<file path="config.mk">
export PLATFORM = sky130hd
export DESIGN_NAME = distance_cull_depth_sort
export DESIGN_NICKNAME = d
export VERILOG_FILES = /design/src/rtl/dcds_pkg.sv /design/src/rtl/distance_cull_depth_sort.sv
export SDC_FILE = /design/constraint.sdc
export NUM_CORES = 2
export LEC_CHECK = 0
export BUFFER_PORTS_ARGS = -buffer_cell sky130_fd_sc_hd__buf_2
export CAP_MARGIN = 20
export CORE_ASPECT_RATIO = 0.8
export CORE_MARGIN = 3
export CORE_UTILIZATION = 67
export DETAILED_ROUTE_END_ITERATION = 10
export PLACE_DENSITY_LB_ADDON = 0.1
export SYNTH_ARGS = -nofsm -noshare
export SYNTH_HDL_FRONTEND = slang
export SYNTH_SLANG_ARGS = --single-unit
</file>
<file path="constraint.sdc">
create_clock -name aclk -period 13.97 [get_ports aclk]
set_clock_uncertainty 0.2 [all_clocks]
set_input_delay 2.0955 -clock aclk [delete_from_list [all_inputs] [get_ports aclk]]
set_output_delay 2.0955 -clock aclk [all_outputs]
set_load 0.05 [all_outputs]
</file>
<file path="src/rtl/dcds_pkg.sv">
`timescale 1ns / 1ps

package dcds_pkg;

    localparam int COORD_W = 16;
    localparam int DIFF_W  = COORD_W + 1;
    localparam int SQ_W    = 32;
    localparam int DIST_W  = 33;
    localparam int IDX_W   = 6;
    localparam int CFG_A_W = 2;

    localparam logic [CFG_A_W-1:0] REG_CAMERA_X    = 2'd0;
    localparam logic [CFG_A_W-1:0] REG_CAMERA_Z    = 2'd1;
    localparam logic [CFG_A_W-1:0] REG_MAX_DIST_SQ = 2'd2;

    localparam logic [DIST_W-1:0] MAX_DIST_RESET = 33'd40960000;

    localparam logic ACT_LOAD  = 1'b0;
    localparam logic ACT_START = 1'b1;

    typedef struct packed {
        logic [IDX_W-1:0]  idx;
        logic [DIST_W-1:0] dsq;
    } entry_t;

    typedef enum logic [2:0] {
        ST_IDLE,
        ST_SQUARE,
        ST_ADD,
        ST_CHECK,
        ST_SHIFT,
        ST_PLACE,
        ST_EMIT,
        ST_EMPTY
    } state_t;

endpackage

</file>
<file path="src/rtl/distance_cull_depth_sort.sv">
`timescale 1ns / 1ps

// Distance cull and far-to-near depth sort. Load requests (tuser 0) carry a
// center point; its squared distance to the camera is formed in registered
// steps (difference, squares, sum) and then checked against max_dist_sq. A
// kept point is inserted into a sorted list held in one memory with a single
// read and a single write port: the insertion walks up from the nearest entry,
// moving one entry a cycle, until it meets an entry that is not nearer.
// Once MAX_OBJECTS points are loaded in a frame further loads are taken and
// ignored. A start request (tuser 1) first reads the list memory, then emits
// the list in order, one result a cycle while the output is taken; equal
// distances come out in load order. With nothing kept a start gives one
// result with tuser (empty) and tlast high. The start ends the frame.
// Configuration is written through cfg_wr_en / cfg_addr / cfg_wr_data.
module distance_cull_depth_sort #(
    parameter int MAX_OBJECTS = 64
) (
    input  logic        aclk,
    input  logic        aresetn,

    input  logic        cfg_wr_en,
    input  logic [1:0]  cfg_addr,
    input  logic [32:0] cfg_wr_data,

    input  logic        s_axis_tvalid,
    output logic        s_axis_tready,
    input  logic [31:0] s_axis_tdata,   // pos_x [15:0], pos_z [31:16]
    input  logic        s_axis_tuser,   // action [0]

    output logic        m_axis_tvalid,
    input  logic        m_axis_tready,
    output logic [39:0] m_axis_tdata,   // object_index [5:0], distance_sq [38:6], zero [39]
    output logic        m_axis_tlast,
    output logic        m_axis_tuser    // is_empty [0]
);

    localparam int AW = (MAX_OBJECTS > 1) ? $clog2(MAX_OBJECTS) : 1;
    localparam int CW = $clog2(MAX_OBJECTS + 1);

    // configuration
    logic signed [dcds_pkg::COORD_W-1:0] cam_x_reg;
    logic signed [dcds_pkg::COORD_W-1:0] cam_z_reg;
    logic [dcds_pkg::DIST_W-1:0]         max_dist_reg;

    always_ff @(posedge aclk) begin
        if (!aresetn) begin
            cam_x_reg    <= '0;
            cam_z_reg    <= '0;
            max_dist_reg <= dcds_pkg::MAX_DIST_RESET;
        end else if (cfg_wr_en) begin
            case (cfg_addr)
                dcds_pkg::REG_CAMERA_X:    cam_x_reg    <= cfg_wr_data[dcds_pkg::COORD_W-1:0];
                dcds_pkg::REG_CAMERA_Z:    cam_z_reg    <= cfg_wr_data[dcds_pkg::COORD_W-1:0];
                dcds_pkg::REG_MAX_DIST_SQ: max_dist_reg <= cfg_wr_data;
                default: ;
            endcase
        end
    end

    // sorted list memory
    dcds_pkg::entry_t mem [MAX_OBJECTS];
    dcds_pkg::entry_t rd_data;
    dcds_pkg::entry_t wr_data;
    logic             rd_en;
    logic [AW-1:0]    rd_addr;
    logic             wr_en;
    logic [AW-1:0]    wr_addr;

    always_ff @(posedge aclk) begin
        if (wr_en) begin
            mem[wr_addr] <= wr_data;
        end
        if (rd_en) begin
            rd_data <= mem[rd_addr];
        end
    end

    // control and datapath registers
    dcds_pkg::state_t state_reg, state_next;
    logic [CW-1:0] kept_reg, kept_next;
    logic [CW-1:0] load_cnt_reg, load_cnt_next;
    logic [CW-1:0] ptr_reg, ptr_next;
    logic [AW-1:0] eptr_reg, eptr_next;
    logic signed [dcds_pkg::DIFF_W-1:0] dx_reg, dx_next, dz_reg, dz_next;
    logic [dcds_pkg::SQ_W-1:0]   sqx_reg, sqx_next, sqz_reg, sqz_next;
    logic [dcds_pkg::DIST_W-1:0] dist_reg, dist_next;
    logic [dcds_pkg::IDX_W-1:0]  tag_reg, tag_next;
    logic                        out_valid_reg, out_valid_next;
    dcds_pkg::entry_t            out_data_reg, out_data_next;
    logic                        out_last_reg, out_last_next;
    logic                        out_empty_reg, out_empty_next;

    logic signed [2*dcds_pkg::DIFF_W-1:0] prod_x, prod_z;
    logic out_free;
    logic in_req;
    logic emit_last;

    function automatic logic signed [dcds_pkg::DIFF_W-1:0] DIFF_EXT(
        input logic [dcds_pkg::COORD_W-1:0] v
    );
        DIFF_EXT = {v[dcds_pkg::COORD_W-1], v};
    endfunction

    assign out_free = !out_valid_reg || m_axis_tready;
    assign in_req   = s_axis_tvalid && (state_reg == dcds_pkg::ST_IDLE);
    assign prod_x   = dx_reg * dx_reg;
    assign prod_z   = dz_reg * dz_reg;
    assign emit_last = (CW'(eptr_reg) + CW'(1)) == kept_reg;

    // next state
    always_comb begin
        state_next = state_reg;
        case (state_reg)
            dcds_pkg::ST_IDLE: begin
                if (s_axis_tvalid) begin
                    if (s_axis_tuser == dcds_pkg::ACT_START) begin
                        state_next = (kept_reg == '0) ? dcds_pkg::ST_EMPTY
                                                      : dcds_pkg::ST_EMIT;
                    end else if (load_cnt_reg < CW'(MAX_OBJECTS)) begin
                        state_next = dcds_pkg::ST_SQUARE;
                    end
                end
            end
            dcds_pkg::ST_SQUARE: state_next = dcds_pkg::ST_ADD;
            dcds_pkg::ST_ADD:    state_next = dcds_pkg::ST_CHECK;
            dcds_pkg::ST_CHECK: begin
                if (dist_reg <= max_dist_reg && kept_reg < CW'(MAX_OBJECTS)) begin
                    state_next = (kept_reg == '0) ? dcds_pkg::ST_PLACE
                                                  : dcds_pkg::ST_SHIFT;
                end else begin
                    state_next = dcds_pkg::ST_IDLE;
                end
            end
            dcds_pkg::ST_SHIFT: begin
                if (!(rd_data.dsq < dist_reg) || ptr_reg == CW'(1)) begin
                    state_next = dcds_pkg::ST_PLACE;
                end
            end
            dcds_pkg::ST_PLACE: state_next = dcds_pkg::ST_IDLE;
            dcds_pkg::ST_EMIT: begin
                if (out_free && emit_last) begin
                    state_next = dcds_pkg::ST_IDLE;
                end
            end
            dcds_pkg::ST_EMPTY: begin
                if (out_free) begin
                    state_next = dcds_pkg::ST_IDLE;
                end
            end
            default: state_next = dcds_pkg::ST_IDLE;
        endcase
    end

    // datapath and memory control
    always_comb begin
        kept_next      = kept_reg;
        load_cnt_next  = load_cnt_reg;
        ptr_next       = ptr_reg;
        eptr_next      = eptr_reg;
        dx_next        = dx_reg;
        dz_next        = dz_reg;
        sqx_next       = sqx_reg;
        sqz_next       = sqz_reg;
        dist_next      = dist_reg;
        tag_next       = tag_reg;
        out_valid_next = out_valid_reg && !m_axis_tready;
        out_data_next  = out_data_reg;
        out_last_next  = out_last_reg;
        out_empty_next = out_empty_reg;
        rd_en          = 1'b0;
        rd_addr        = '0;
        wr_en          = 1'b0;
        wr_addr        = ptr_reg[AW-1:0];
        wr_data        = rd_data;

        case (state_reg)
            dcds_pkg::ST_IDLE: begin
                if (in_req) begin
                    if (s_axis_tuser == dcds_pkg::ACT_START) begin
                        load_cnt_next = '0;
                        eptr_next     = '0;
                        rd_en         = (kept_reg != '0);
                        rd_addr       = '0;
                    end else if (load_cnt_reg < CW'(MAX_OBJECTS)) begin
                        dx_next = DIFF_EXT(s_axis_tdata[15:0]) - DIFF_EXT(cam_x_reg);
                        dz_next = DIFF_EXT(s_axis_tdata[31:16]) - DIFF_EXT(cam_z_reg);
                        tag_next      = dcds_pkg::IDX_W'(load_cnt_reg);
                        load_cnt_next = load_cnt_reg + CW'(1);
                    end
                end
            end
            dcds_pkg::ST_SQUARE: begin
                // squares are non-negative and below 2^32
                sqx_next = prod_x[dcds_pkg::SQ_W-1:0];
                sqz_next = prod_z[dcds_pkg::SQ_W-1:0];
            end
            dcds_pkg::ST_ADD: begin
                dist_next = {1'b0, sqx_reg} + {1'b0, sqz_reg};
            end
            dcds_pkg::ST_CHECK: begin
                if (dist_reg <= max_dist_reg && kept_reg < CW'(MAX_OBJECTS)) begin
                    ptr_next = kept_reg;
                    if (kept_reg != '0) begin
                        rd_en   = 1'b1;
                        rd_addr = AW'(kept_reg - CW'(1));
                    end
                end
            end
            dcds_pkg::ST_SHIFT: begin
                // move a strictly nearer entry one slot down, then look above it
                if (rd_data.dsq < dist_reg) begin
                    wr_en    = 1'b1;
                    ptr_next = ptr_reg - CW'(1);
                    if (ptr_reg != CW'(1)) begin
                        rd_en   = 1'b1;
                        rd_addr = AW'(ptr_reg - CW'(2));
                    end
                end
            end
            dcds_pkg::ST_PLACE: begin
                wr_en       = 1'b1;
                wr_data.idx = tag_reg;
                wr_data.dsq = dist_reg;
                kept_next   = kept_reg + CW'(1);
            end
            dcds_pkg::ST_EMIT: begin
                if (out_free) begin
                    out_valid_next = 1'b1;
                    out_data_next  = rd_data;
                    out_last_next  = emit_last;
                    out_empty_next = 1'b0;
                    if (emit_last) begin
                        kept_next = '0;
                    end else begin
                        rd_en     = 1'b1;
                        rd_addr   = eptr_reg + AW'(1);
                        eptr_next = eptr_reg + AW'(1);
                    end
                end
            end
            dcds_pkg::ST_EMPTY: begin
                if (out_free) begin
                    out_valid_next = 1'b1;
                    out_data_next  = '0;
                    out_last_next  = 1'b1;
                    out_empty_next = 1'b1;
                end
            end
            default: ;
        endcase
    end

    always_ff @(posedge aclk) begin
        if (!aresetn) begin
            state_reg     <= dcds_pkg::ST_IDLE;
            kept_reg      <= '0;
            load_cnt_reg  <= '0;
            out_valid_reg <= 1'b0;
        end else begin
            state_reg     <= state_next;
            kept_reg      <= kept_next;
            load_cnt_reg  <= load_cnt_next;
            out_valid_reg <= out_valid_next;
        end
    end

    always_ff @(posedge aclk) begin
        ptr_reg       <= ptr_next;
        eptr_reg      <= eptr_next;
        dx_reg        <= dx_next;
        dz_reg        <= dz_next;
        sqx_reg       <= sqx_next;
        sqz_reg       <= sqz_next;
        dist_reg      <= dist_next;
        tag_reg       <= tag_next;
        out_data_reg  <= out_data_next;
        out_last_reg  <= out_last_next;
        out_empty_reg <= out_empty_next;
    end

    assign s_axis_tready = (state_reg == dcds_pkg::ST_IDLE);
    assign m_axis_tvalid = out_valid_reg;
    assign m_axis_tdata  = {1'b0, out_data_reg.dsq, out_data_reg.idx};
    assign m_axis_tlast  = out_last_reg;
    assign m_axis_tuser  = out_empty_reg;

endmodule
</file>
==> metrics list <==
- The register with the most flip-flops in the layout has 2496 of them.
- In this run the horizontal extent of the chip is 499 µm.
- The netlist uses 79 different library cells.
- The largest single stage delay on the critical path is 0.95 ns.
- The path class of the tightest hold or removal check is register to register.
- After clock tree synthesis, the flow added hold-fix buffers numbering 0.
- Area growth from synthesis to final layout: 9.60%
* Kind of cell adding the most delay to the critical path: adder cells
* Iteration count of the initial detailed-routing pass: 6
- The count of final max-slew check failures is 0.
* Peak fanout along the critical path: 19
* Ranking of synthesized cells by instance count: edfxtp_1, nand2_1, inv_1
* Post-cts resize count: 0
- Critical path's most frequent cell: fa_1
- At the later pin of the worst-skew pair, clock insertion delay measures 0.93 ns.
* Total nets after synthesis: 10922
- Entering global routing, the biggest net connects 183 pins.
- Setup_tns: 0 ns
- The finished cells cover 143000 µm².
- Top reg by flops: mem
* Placeable core area: 193000 µm²
- DRC violation count after routing: 0
- Worst setup path startpoint: dx_reg[5]
- Post-placement cell count: 12354
* Flip-flop and latch area: 83500 µm²
* Library cell with the largest summed area after synthesis: edfxtp_1
- CTS clock-pin slew for the worst setup and hold paths: 0.06 ns
- Post-route clock period utilization: 60.5%
- In this run the critical register-to-register path is launched from dx_reg[5].
- Worst setup EP type: register
* Share of flip-flops with an asynchronous set or reset after synthesis: 0%
- Fin. Hold Viols: 0
* Count of H-tree levels built during CTS: 5
- Number of DRC markers in iteration 0: 11791
- Cell area after synthesis: 130000 µm²
- Yosys synthesis warning count: 0
- Max Clk Rate: 118 MHz
* Number of standard cells in the layout, taps in and fillers out: 12833
* Maximum buffer depth of the clock tree: 4
- Die area: 200000 µm²
- For this run, the total global-route usage over all layers was measured as 34.7%.
- TritonCTS built the clock tree.
- The first global-routing pass estimated 517 mm of wire.
- Number of nets at the end of the flow: 10980
- Across all hold checks on the routed design, the worst slack comes to 0.262 ns.
* Number of placement rows: 144
- Most repeated cell in the gate-level netlist after synthesis: edfxtp_1
- Wirelength per Cell: 27.1 µm
- 117 I/O pins were placed.
* Die Span Y: 401 µm
- Slew headroom: 21.8%
- Initial core utilization: 67.6%
- The largest individual stage delay along the critical path comes from the cell a2111oi_0.
- Summing all multi-input logic gate instances after layout gives 42800 µm².
- Post-CTS timing repair inserted 0 buffers for setup.
- Data required time at the worst endpoint: 14.40 ns
- The wire-length estimate of the detail-placed layout is 205 mm.
- Chain of cells forming the critical path: nand2_1 > inv_1 > fa_1 > inv_1 > fa_1 > fa_1 > inv_1 > fa_1 > fa_1 > inv_1 > fa_1 > inv_1 > ha_1 > nand4_1 > a211oi_1 > o21ai_0 > a2111oi_0 > buf_1 > nor2_1 > a2111oi_0 > nor3_1 > o41ai_1 > a21oi_1 > xnor2_1
* Global route total overflow: 0
- Routability congestion estimate: 0.943
- The worst hold path begins at max_dist_reg[1].
- The initial antenna violation count is 12.
- Sequential cells were found to cover 64.0% of the synthesized design area.
- In this run the biggest area consumer among cell types represents 62.7% of the synthesized area.
- Flip-flop and latch count after synthesis: 2807
- Fraction of final layout cells with drive strength greater than 1: 7.77%
- Status: finished, final reports clean
* Startpoint kind of the worst setup timing path: register
- The number of global-route vias before repair was 80598.
- After filler insertion, the fill cell instance count of the layout stands at 12220.
- Input and output buffers added on the ports amount to 115.
* Arrival time reported for the critical path endpoint: 8.88 ns
- In this run the cell area measured after placement is 134000 µm².
* Post-layout minimum cycle time: 8.45 ns
- Category of the critical setup timing path: register to register
- Setup repair after global routing left no endpoint under its margin.
- Number of routed nets with antenna violations: 0
* Number of enable flip-flop cells after synthesis: 2724
- Counting every sink on the clock net gives 2807.
- Sorting the synthesized cells by area gives the leading types as edfxtp_1, fa_1, nand2_1.
- Number of CTS-inserted buffers: 281
- For the pin with the worst max-slew slack, the measured transition is 1.17 ns.
- Via density per instance: 6.46
- Dominant register cell in the synthesized netlist: edfxtp_1
- In this run the mean area of a mapped cell was 13.0 µm².
* Cell at the root of the clock tree: clkbuf_16
- Setup violations remaining at the end of the flow were counted as 0.
- Routed wire length: 348 mm
* Cells after synthesis: 10027
- Crit path buf inv count: 6
- Max-cap violations in this run came to 0.
- Total number of vias: 82866
[cell usage in the layout, fill, tap and decap left out, drive strengths merged, types with 206 or more instances in the layout]
cell,Yosys,final
edfxtp,2724,2724
nand2,2250,2250
inv,802,807
nand3,655,655
fa,514,514
clkbuf,305,346
mux2i,313,313
a32oi,309,309
ha,308,308
buf,205,285
nand4,217,217
nor2,206,206
[per-stage QoR]
step | util [%] | setup slack (ns)
2_1_floorplan | - | 7.04
3_3_place_gp | 69.6 | 5.23
3_5_place_dp | 69.6 | 5.77
4_1_cts | 74.0 | 5.74
5_1_grt | 74.0 | 5.25
6_report | 74.0 | 5.52
[area by class of cell]
type	instances	area share, %
Sequential cell	2807	58.4
Clock inverter	128	0.752
Inverter	802	2.11
Multi-Input combinational cell	5908	30.0
Clock buffer	346	5.18
Tap cell	2555	2.24
Timing Repair Buffer	285	1.41
Antenna cell	2	0.00350
[worst paths after layout]
check / slack, ns / cells after the start / end
max: 5.52 / 24 / sqx_reg[30]
max reg2reg: 5.52 / 24 / sqx_reg[30]
min: 0.26 / 2 / max_dist_reg[1]
min reg2reg: 0.26 / 2 / max_dist_reg[1]
[worst register-to-register path: stages (launching register included)]
cell and delay [ns]:
edfxtp_1 0.94, nand2_1 0.22, inv_1 0.13, fa_1 0.42
inv_1 0.08, fa_1 0.45, fa_1 0.53, inv_1 0.06
fa_1 0.49, fa_1 0.49, inv_1 0.05, fa_1 0.50
inv_1 0.05, ha_1 0.34, nand4_1 0.15, a211oi_1 0.21
o21ai_0 0.24, a2111oi_0 0.49, buf_1 0.24, nor2_1 0.10
a2111oi_0 0.95, nor3_1 0.19, o41ai_1 0.41, a21oi_1 0.14
xnor2_1 0.14
[routing by layer]
metal	up-vias	wire length, µm	track usage [%]	part of all wire (%)
met1	41398	138000	52.7	40
met2	4976	156000	51.2	45
li1	35764	-	-	-
met3	718	41300	7.23	12
met4	10	12300	11.3	3.5
met5	-	65	0	0.019
[kinds of logic after synthesis]
| family | after synthesis | share of synthesized area [%] |
|---|---|---|
| xor gates and xnor gates | 154 | 1.05 |
| other | 1 | 0.00287 |
| buffers and inverters | 1312 | 3.98 |
| DFF | 2807 | 64.0 |
| muxes | 323 | 2.50 |
| adders and majority gates | 822 | 10.8 |
| AOI/OAI and AO/OA | 926 | 5.31 |
| and+or+nand+nor | 3682 | 12.3 |
Power is left out: the tool's default activity adds up to more than one toggle a clock period on the data nets, which glitch-free logic cannot reach.
